==> config.mk <==
export PLATFORM = sky130hd
export DESIGN_NAME = escaped_delimiter_tokenizer_top
export DESIGN_NICKNAME = d
export VERILOG_FILES = /design/src/edt_pkg.sv /design/src/escaped_delimiter_tokenizer_top.sv /design/src/edt_front.sv /design/src/edt_queue.sv /design/src/edt_back.sv
export SDC_FILE = /design/constraint.sdc
export NUM_CORES = 1
export LEC_CHECK = 0
export ABC_AREA = 0
export BUFFER_PORTS_ARGS = -buffer_cell sky130_fd_sc_hd__buf_2
export CAP_MARGIN = 10
export CORE_MARGIN = 5
export CORE_UTILIZATION = 30
export DETAILED_ROUTE_END_ITERATION = 7
export PLACE_DENSITY = 0.56
export SYNTH_ARGS = -nofsm -noshare
export SYNTH_HDL_FRONTEND = slang
export SYNTH_SLANG_ARGS = --single-unit
export TNS_END_PERCENT = 100
==> constraint.sdc <==
create_clock -name clk -period 8.75 [get_ports clk]
set_input_delay 1.75 -clock clk [delete_from_list [all_inputs] [get_ports clk]]
set_output_delay 1.75 -clock clk [all_outputs]
set_load 0.05 [all_outputs]
==> src/edt_pkg.sv <==
// Shared types and constants for the escaped delimiter tokenizer.
package edt_pkg;

  localparam int DELIM_MAX  = 8;
  localparam int HOLD_DEPTH = DELIM_MAX + 1;
  localparam int CHAR_W     = 8;
  localparam int CNT_W      = 4;
  localparam int Q_DEPTH    = 4;
  localparam int Q_PTR_W    = 2;
  localparam int Q_CNT_W    = 3;
  localparam int CFG_IDX_W  = 3;
  localparam int CFG_DATA_W = 64;

  localparam logic [CFG_IDX_W-1:0] CFG_SET_MODE    = 3'd0;
  localparam logic [CFG_IDX_W-1:0] CFG_DELIM_LEN   = 3'd1;
  localparam logic [CFG_IDX_W-1:0] CFG_DELIM_CHARS = 3'd2;
  localparam logic [CFG_IDX_W-1:0] CFG_ESCAPE_CHAR = 3'd3;

  localparam logic            KIND_CHAR = 1'b0;
  localparam logic            KIND_END  = 1'b1;
  localparam logic [CHAR_W-1:0] NUL_CHAR = 8'h00;

  typedef struct packed {
    logic                        set_mode;
    logic [CNT_W-1:0]            delim_len;
    logic [DELIM_MAX*CHAR_W-1:0] delim_chars;
    logic [CHAR_W-1:0]           escape_char;
  } cfg_t;

  // One queued job: the window (position 0 = newest), which positions to
  // emit as token text (oldest first), and whether an end marker follows.
  typedef struct packed {
    logic [HOLD_DEPTH-1:0][CHAR_W-1:0] win;
    logic [HOLD_DEPTH-1:0]             mask;
    logic                              tok_end;
  } cmd_t;

endpackage

==> src/escaped_delimiter_tokenizer_top.sv <==
// Top level of the escaped delimiter tokenizer: config registers and wiring.
//
// Usage:
//   Input channel (in_valid/in_ready): one character per beat; in_last_char
//   marks the final character of a string and flushes everything held.
//   Output channel (out_valid/out_ready): one result per beat, either a token
//   character (out_kind 0, out_char) or a token-end marker (out_kind 1).
//   out_run_last is high on the final beat caused by one input character.
//   Config channel (cfg_valid/cfg_ready): always ready; write set_mode,
//   delim_len, delim_chars and escape_char by index 0..3, only while idle.
// Timing:
//   The front end takes one character per cycle whenever the job queue has
//   room. A character that yields k results gives k output beats; the
//   emitter is the only multi-cycle unit. With an idle emitter a job passes
//   the queue register, then the emitter registers, before out_valid rises.
// Stall and reset:
//   When the receiver stalls, the emitter holds its beat and the four-entry
//   queue absorbs further jobs; in_ready drops only when the queue is full.
//   Reset clears the held count, the open-token flag, the queue and the
//   emitter, and loads the config reset values (set mode, one space).
module escaped_delimiter_tokenizer_top (
  input  logic                            clk,
  input  logic                            rst_n,
  input  logic                            cfg_valid,
  output logic                            cfg_ready,
  input  logic [edt_pkg::CFG_IDX_W-1:0]   cfg_index,
  input  logic [edt_pkg::CFG_DATA_W-1:0]  cfg_data,
  input  logic                            in_valid,
  output logic                            in_ready,
  input  logic [edt_pkg::CHAR_W-1:0]      in_char,
  input  logic                            in_last_char,
  output logic                            out_valid,
  input  logic                            out_ready,
  output logic                            out_kind,
  output logic [edt_pkg::CHAR_W-1:0]      out_char,
  output logic                            out_run_last
);
  import edt_pkg::*;

  cfg_t cfg_r;
  logic q_push;
  cmd_t q_push_cmd;
  logic q_not_full;
  logic q_pop;
  logic q_not_empty;
  cmd_t q_pop_cmd;

  // Config writes are registered; indexes past the list are dropped.
  assign cfg_ready = 1'b1;

  always_ff @(posedge clk) begin
    if (!rst_n) begin
      cfg_r.set_mode    <= 1'b1;
      cfg_r.delim_len   <= CNT_W'(1);
      cfg_r.delim_chars <= (DELIM_MAX*CHAR_W)'(32);
      cfg_r.escape_char <= NUL_CHAR;
    end else if (cfg_valid && cfg_ready) begin
      case (cfg_index)
        CFG_SET_MODE:    cfg_r.set_mode    <= cfg_data[0];
        CFG_DELIM_LEN:   cfg_r.delim_len   <= cfg_data[CNT_W-1:0];
        CFG_DELIM_CHARS: cfg_r.delim_chars <= cfg_data[DELIM_MAX*CHAR_W-1:0];
        CFG_ESCAPE_CHAR: cfg_r.escape_char <= cfg_data[CHAR_W-1:0];
        default: begin
        end
      endcase
    end
  end

  // Front end: match the window, decide which held characters to release.
  edt_front u_front (
    .clk          (clk),
    .rst_n        (rst_n),
    .cfg          (cfg_r),
    .in_valid     (in_valid),
    .in_ready     (in_ready),
    .in_char      (in_char),
    .in_last_char (in_last_char),
    .q_ready      (q_not_full),
    .q_push       (q_push),
    .q_cmd        (q_push_cmd)
  );

  // Decouple the front end from output stalls.
  edt_queue u_queue (
    .clk       (clk),
    .rst_n     (rst_n),
    .push      (q_push),
    .push_cmd  (q_push_cmd),
    .not_full  (q_not_full),
    .pop       (q_pop),
    .not_empty (q_not_empty),
    .pop_cmd   (q_pop_cmd)
  );

  // Back end: serialize each job into result beats.
  edt_back u_back (
    .clk          (clk),
    .rst_n        (rst_n),
    .q_valid      (q_not_empty),
    .q_cmd        (q_pop_cmd),
    .q_pop        (q_pop),
    .out_valid    (out_valid),
    .out_ready    (out_ready),
    .out_kind     (out_kind),
    .out_char     (out_char),
    .out_run_last (out_run_last)
  );

endmodule

==> src/edt_front.sv <==
// Front end: holds candidate characters, matches delimiters, builds emit jobs.
module edt_front (
  input  logic                        clk,
  input  logic                        rst_n,
  input  edt_pkg::cfg_t               cfg,
  input  logic                        in_valid,
  output logic                        in_ready,
  input  logic [edt_pkg::CHAR_W-1:0]  in_char,
  input  logic                        in_last_char,
  input  logic                        q_ready,
  output logic                        q_push,
  output edt_pkg::cmd_t               q_cmd
);
  import edt_pkg::*;

  logic [DELIM_MAX-1:0][CHAR_W-1:0]  hold_r, hold_nxt;
  logic [CNT_W-1:0]                  hold_cnt_r, hold_cnt_nxt;
  logic                              open_r, open_nxt;

  logic [HOLD_DEPTH-1:0][CHAR_W-1:0] win;
  logic [DELIM_MAX-1:0][CHAR_W-1:0]  delim;
  logic [CNT_W-1:0]                  clip_len;
  logic [CNT_W-1:0]                  m;
  logic [2:0]                        m_idx;
  logic [CNT_W-1:0]                  cnt;
  logic [DELIM_MAX-1:0]              str_hit;
  logic                              set_hit;
  logic                              tail_ok;
  logic                              esc;
  logic [HOLD_DEPTH-1:0]             vmask;
  logic [HOLD_DEPTH-1:0]             older;
  logic [HOLD_DEPTH-1:0]             not_m;
  logic [HOLD_DEPTH-1:0]             mask;
  logic                              end_req;
  logic                              any_char;
  logic                              tok_end;
  logic                              accept;

  assign in_ready = q_ready;
  assign accept   = in_valid && q_ready;

  always_comb begin
    for (int k = 0; k < DELIM_MAX; k++) begin
      delim[k] = cfg.delim_chars[k*CHAR_W +: CHAR_W];
    end
    win[0] = in_char;
    for (int k = 1; k < HOLD_DEPTH; k++) begin
      win[k] = hold_r[k-1];
    end

    if (cfg.delim_len == '0) begin
      clip_len = CNT_W'(1);
    end else if (cfg.delim_len > CNT_W'(DELIM_MAX)) begin
      clip_len = CNT_W'(DELIM_MAX);
    end else begin
      clip_len = cfg.delim_len;
    end
    m     = cfg.set_mode ? CNT_W'(1) : clip_len;
    m_idx = 3'(m - CNT_W'(1));
    cnt   = hold_cnt_r + CNT_W'(1);

    set_hit = 1'b0;
    for (int k = 0; k < DELIM_MAX; k++) begin
      if (CNT_W'(k) < clip_len && delim[k] == in_char) begin
        set_hit = 1'b1;
      end
    end

    // One comparator row per delimiter length: delimiter byte j sits at
    // window position len-1-j.
    for (int l = 0; l < DELIM_MAX; l++) begin
      str_hit[l] = 1'b1;
      for (int j = 0; j <= l; j++) begin
        if (win[l-j] != delim[j]) begin
          str_hit[l] = 1'b0;
        end
      end
    end

    tail_ok = (cnt >= m) && (cfg.set_mode ? set_hit : str_hit[m_idx]);
    esc     = (cfg.escape_char != NUL_CHAR) && (cnt > m) && (win[m] == cfg.escape_char);

    for (int k = 0; k < HOLD_DEPTH; k++) begin
      vmask[k] = CNT_W'(k) < cnt;
      older[k] = CNT_W'(k) >= m;
      not_m[k] = CNT_W'(k) != m;
    end

    end_req = 1'b0;
    if (tail_ok) begin
      hold_cnt_nxt = '0;
      if (esc) begin
        mask = vmask & not_m;
      end else begin
        mask    = vmask & older;
        end_req = 1'b1;
      end
    end else begin
      mask         = vmask & older;
      hold_cnt_nxt = (cnt < m) ? cnt : m;
    end
    if (in_last_char) begin
      if (!tail_ok) begin
        mask = vmask;
      end
      hold_cnt_nxt = '0;
      end_req      = 1'b1;
    end

    any_char = |mask;
    tok_end  = end_req && (open_r || any_char);
    open_nxt = end_req ? 1'b0 : (open_r || any_char);

    for (int k = 0; k < DELIM_MAX; k++) begin
      hold_nxt[k] = win[k];
    end
  end

  assign q_cmd.win     = win;
  assign q_cmd.mask    = mask;
  assign q_cmd.tok_end = tok_end;
  assign q_push        = accept && (any_char || tok_end);

  always_ff @(posedge clk) begin
    if (!rst_n) begin
      hold_cnt_r <= '0;
      open_r     <= 1'b0;
    end else if (accept) begin
      hold_cnt_r <= hold_cnt_nxt;
      open_r     <= open_nxt;
    end
  end

  always_ff @(posedge clk) begin
    if (accept) begin
      hold_r <= hold_nxt;
    end
  end

endmodule

==> src/edt_queue.sv <==
// Short job queue between the front end and the emitter.
module edt_queue (
  input  logic          clk,
  input  logic          rst_n,
  input  logic          push,
  input  edt_pkg::cmd_t push_cmd,
  output logic          not_full,
  input  logic          pop,
  output logic          not_empty,
  output edt_pkg::cmd_t pop_cmd
);
  import edt_pkg::*;

  cmd_t               mem_r [Q_DEPTH];
  logic [Q_PTR_W-1:0] wr_ptr_r;
  logic [Q_PTR_W-1:0] rd_ptr_r;
  logic [Q_CNT_W-1:0] count_r;
  logic               do_push;
  logic               do_pop;

  assign not_full  = count_r != Q_CNT_W'(Q_DEPTH);
  assign not_empty = count_r != '0;
  assign do_push   = push && not_full;
  assign do_pop    = pop && not_empty;
  assign pop_cmd   = mem_r[rd_ptr_r];

  always_ff @(posedge clk) begin
    if (!rst_n) begin
      wr_ptr_r <= '0;
      rd_ptr_r <= '0;
      count_r  <= '0;
    end else begin
      if (do_push) begin
        wr_ptr_r <= wr_ptr_r + Q_PTR_W'(1);
      end
      if (do_pop) begin
        rd_ptr_r <= rd_ptr_r + Q_PTR_W'(1);
      end
      if (do_push && !do_pop) begin
        count_r <= count_r + Q_CNT_W'(1);
      end else if (do_pop && !do_push) begin
        count_r <= count_r - Q_CNT_W'(1);
      end
    end
  end

  always_ff @(posedge clk) begin
    if (do_push) begin
      mem_r[wr_ptr_r] <= push_cmd;
    end
  end

endmodule

==> src/edt_back.sv <==
// Emitter: walks one job, one result beat per cycle while out_ready is high, oldest character first.
module edt_back (
  input  logic                        clk,
  input  logic                        rst_n,
  input  logic                        q_valid,
  input  edt_pkg::cmd_t               q_cmd,
  output logic                        q_pop,
  output logic                        out_valid,
  input  logic                        out_ready,
  output logic                        out_kind,
  output logic [edt_pkg::CHAR_W-1:0]  out_char,
  output logic                        out_run_last
);
  import edt_pkg::*;

  logic [HOLD_DEPTH-1:0][CHAR_W-1:0] win_r;
  logic [HOLD_DEPTH-1:0]             mask_r;
  logic                              end_r;
  logic [HOLD_DEPTH-1:0]             mask_after;
  logic [CNT_W-1:0]                  sel;
  logic                              has_char;
  logic                              fire;
  logic                              done;

  always_comb begin
    sel = '0;
    for (int k = 0; k < HOLD_DEPTH; k++) begin
      if (mask_r[k]) begin
        sel = CNT_W'(k);
      end
    end
    for (int k = 0; k < HOLD_DEPTH; k++) begin
      mask_after[k] = mask_r[k] && (CNT_W'(k) != sel);
    end
  end

  assign has_char     = |mask_r;
  assign out_valid    = has_char || end_r;
  assign out_kind     = has_char ? KIND_CHAR : KIND_END;
  assign out_char     = has_char ? win_r[sel] : NUL_CHAR;
  assign out_run_last = has_char ? ((mask_after == '0) && !end_r) : 1'b1;
  assign fire         = out_valid && out_ready;
  assign done         = !out_valid || (fire && out_run_last);
  assign q_pop        = done && q_valid;

  always_ff @(posedge clk) begin
    if (!rst_n) begin
      mask_r <= '0;
      end_r  <= 1'b0;
    end else if (q_pop) begin
      mask_r <= q_cmd.mask;
      end_r  <= q_cmd.tok_end;
    end else if (fire) begin
      if (has_char) begin
        mask_r <= mask_after;
      end else begin
        end_r <= 1'b0;
      end
    end
  end

  always_ff @(posedge clk) begin
    if (q_pop) begin
      win_r <= q_cmd.win;
    end
  end

endmodule

==> impl_metrics.env <==
export IMPL_status="complete, no violations"
export IMPL_ctsLongestPathBuffers=3
export IMPL_crit_buf_inv=3
export IMPL_worstHoldStart="cfg_r[64]$_SDFFE_PN0P_"
export IMPL_firstDrtPassIters=6
export IMPL_max_freq_mhz=154.6
export IMPL_area_growth_pct=13.01
export IMPL_dieWidth_um=305.1
export IMPL_ys_ff_latch=565
export IMPL_drc_errors=0
export IMPL_ys_top_cells_by_area="edfxtp_1 (53%), dfxtp_1 (7.7%), mux4_2 (7.1%)"
export IMPL_drv_slew=0
export IMPL_ff2ff_path_depth=16
export IMPL_use_met3_pct=2.575
export IMPL_vias=16630
export IMPL_antenna_found_initial=4
export IMPL_die_h_um=305.1
export IMPL_rsz0062_at_grt="no"
export IMPL_synth_common_cells="edfxtp_1 (464), nand2_1 (237), xor2_1 (157)"
export IMPL_reg2reg_slack_ns=2.28
export IMPL_yosys_area_share_adder_pct=0.8427
export IMPL_end_kind="register"
export IMPL_cp_slowest_stage_delay_ns=1.01
export IMPL_netlist_instances=1949
export IMPL_synthSimpleGateAreaFrac_pct=9.423
export IMPL_period_share_pct=73.91
export IMPL_synth_edff_count=464
export IMPL_power_w=0.008892
export IMPL_synth_mux_area_share_pct=7.685
export IMPL_start_util_pct=30.17
export IMPL_synth_area_um2=26130
export IMPL_syn_nets=2047
export IMPL_synth_compound_area_share_pct=8.015
export IMPL_cellLeakagePower_nw=9.712
export IMPL_cts_tree="built"
export IMPL_yosysTopAreaCellShare_pct=53.32
export IMPL_gr_total_overflow=0
export IMPL_fin_tns_setup_ns=0
export IMPL_arrival_ns=6.74
export IMPL_critPathMaxFanout=33
export IMPL_path_class="reg -> reg"
export IMPL_antenna_cells=0
export IMPL_synth_area_leader_cell="edfxtp_1"
export IMPL_regToRegStartpoint="cfg_r[76]$_SDFFE_PN1P_"
export IMPL_cp_cell_sequence="inv_2, o21ai_4, inv_2, ha_1, xnor2_1, nor4_1, nand2_1, o22ai_1, a221oi_1, nor2_2, o31ai_1, a21oi_1, nor4_2, a31oi_4, and2_4, buf_4"
export IMPL_cts_hold_buf=0
export IMPL_wl_per_cell_um=25.42
export IMPL_grt_pass1_vias=16510
export IMPL_synth_top_family_by_area="XOR/XNOR gates"
export IMPL_synthArstFlopShare_pct=0
export IMPL_grt_pass1_wl_um=116900
export IMPL_whs_path_depth=2
export IMPL_drt_wl_total_um=80700
export IMPL_die_area_um2=93110
export IMPL_critPathLaunchType="register"
export IMPL_relSlewSlack_pct=23.43
export IMPL_htreeDepth=2
export IMPL_dpl_hpwl_um=54100
export IMPL_cts_sinks=565
export IMPL_hold_viol_final=0
export IMPL_synth_xor_area_share_pct=9.988
export IMPL_clock_latency_ns=0.65
export IMPL_hold_path_class="reg -> reg"
export IMPL_worstHoldEndpoint="cfg_r[64]$_SDFFE_PN0P_"
export IMPL_drv_cap=0
export IMPL_io_pins=94
export IMPL_p_per_area_nw_per_um2=301.1
export IMPL_crit_top_cell="inv_2"
export IMPL_nNetsFinal=2065
export IMPL_core_um2=86620
export IMPL_crit_family="simple AND/OR/NAND/NOR gates"
export IMPL_worst_pin_slew_ns=1.149
export IMPL_setup_viol_count_final=0
export IMPL_grt_usage_pct=16.73
export IMPL_ctsResizeCount=0
export IMPL_synth_ff_type="edfxtp_1"
export IMPL_ys_seq_area_share_pct=61.06
export IMPL_busiest_layer="met2"
export IMPL_port_buffers=92
export IMPL_first_iter_violations=1638
export IMPL_cts_clk_slew_worst_paths_ns=0.07
export IMPL_yosysMostFrequentCell="edfxtp_1"
export IMPL_ys_warn_count=0
export IMPL_finalCriticalPeriod_ns=6.467
export IMPL_vdd_drop_max_mv=0.2778
export IMPL_cts_root_buf="clkbuf_16"
export IMPL_gp_congestion=0.9484
export IMPL_drive_gt1_share_pct=16.59
export IMPL_grt_max_degree=103
export IMPL_met1_usage_pct=23.04
export IMPL_synth_area_per_cell_um2=13.41
export IMPL_netlist_cell_type_count=95
export IMPL_post_cts_setup_buffer_count=0
export IMPL_antenna_left=0
export IMPL_via_per_inst=5.239
export IMPL_cts_buffers=60
export IMPL_crit_slowest_cell="dfxtp_1"
export IMPL_r2r_end="u_queue.mem_r[3][33]$_DFFE_PP_"
export IMPL_worst_clock_skew_ns=0.04118
export IMPL_use_met2_pct=27.41
export IMPL_rows=108
export IMPL_required_ns=9.02
==> final cells by class <==
| type | instances | area (um2) |
|---|---|---|
| well taps | 1155 | 1445 |
| repair buffers | 117 | 660.6 |
| inverters | 28 | 110.1 |
| multi-input cells | 1195 | 9438 |
| clock buffers | 84 | 1652 |
| flip-flops and latches | 565 | 15960 |
| fillers | 8343 | 57080 |
| clock inverters | 30 | 265.3 |
==> through the flow <==
step	setup WS [ns]	instances	util [%]	cell area (um2)	hold slack [ns]
finish	2.283	3174	34.10	29530	0.4841
global route	1.978	3174	34.10	29530	0.5017
CTS	2.396	3174	34.10	29530	0.4906
detailed placement	1.742	3060	31.88	27620	0.4824
global placement	1.955	3060	31.88	27620	0.4822
floorplan	1.882	1949	-	26130	0.4561
==> worst max-delay path by stage <==
stage / start / end / slack, ns / cells past startpoint
floorplan: in_char[0] / u_queue.mem_r[0][0]$_DFFE_PP_ / 1.88 / 13
global placement: in_char[5] / u_queue.mem_r[3][16]$_DFFE_PP_ / 1.96 / 14
detailed placement: in_char[5] / u_queue.mem_r[3][33]$_DFFE_PP_ / 1.74 / 14
CTS: cfg_r[76]$_SDFFE_PN1P_ / u_queue.mem_r[3][33]$_DFFE_PP_ / 2.40 / 16
global route: cfg_r[76]$_SDFFE_PN1P_ / u_queue.mem_r[3][33]$_DFFE_PP_ / 1.98 / 16
finish: cfg_r[76]$_SDFFE_PN1P_ / u_queue.mem_r[3][33]$_DFFE_PP_ / 2.28 / 16
==> flip-flops by register name, indices dropped and copies added (netlist names), 3 cells and up, named ones only <==
name / count
u_back.mask_r: 9
u_front.q_cmd: 64
u_back.win_r: 72
u_queue.mem_r: 328
u_queue.count_r: 3
cfg_r: 77
u_front.hold_cnt_r: 4
==> kinds of logic after synthesis <==
family | Yosys count
flops | 565
compound gates | 285
fa+ha+maj | 17
simple gates | 496
xor+xnor | 298
mux | 98
buf+inv | 189
other cells | 1
==> worst min-delay path, delay by kind of cell (launching register included) <==
| kind | cells | cell delay [ns] |
|---|---|---|
| DFF | 1 | 0.32 |
| AOI/OAI and AO/OA | 1 | 0.06 |
| and+or+nand+nor | 1 | 0.05 |
==> metal layers <==
layer  wire, um  part of all wire (%)  vias up
met5          0                     0        -
met4       2818                   3.5        0
met3       5861                   7.3      178
met2      37830                    47      727
met1      34190                    42     8467
li1           -                     -     7256
==> report_power, final <==
group,internal [W],switching [W]
Combinational,0.000796,0.00174
Sequential,0.00347,0.000438
Clock,0.00139,0.00107
==> placed cells by master (no fill, tap or decap), drive strengths merged, types with 45 or more instances in the layout <==
cell,synthesis,routed
nor2,45,45
xor2,157,157
xnor2,141,141
nor4,52,52
nand2,237,237
a21boi,76,76
dfxtp,101,101
buf,46,117
clkbuf,115,84
mux4,82,82
edfxtp,464,464
Note: power is estimated with default switching activity, not from simulation.
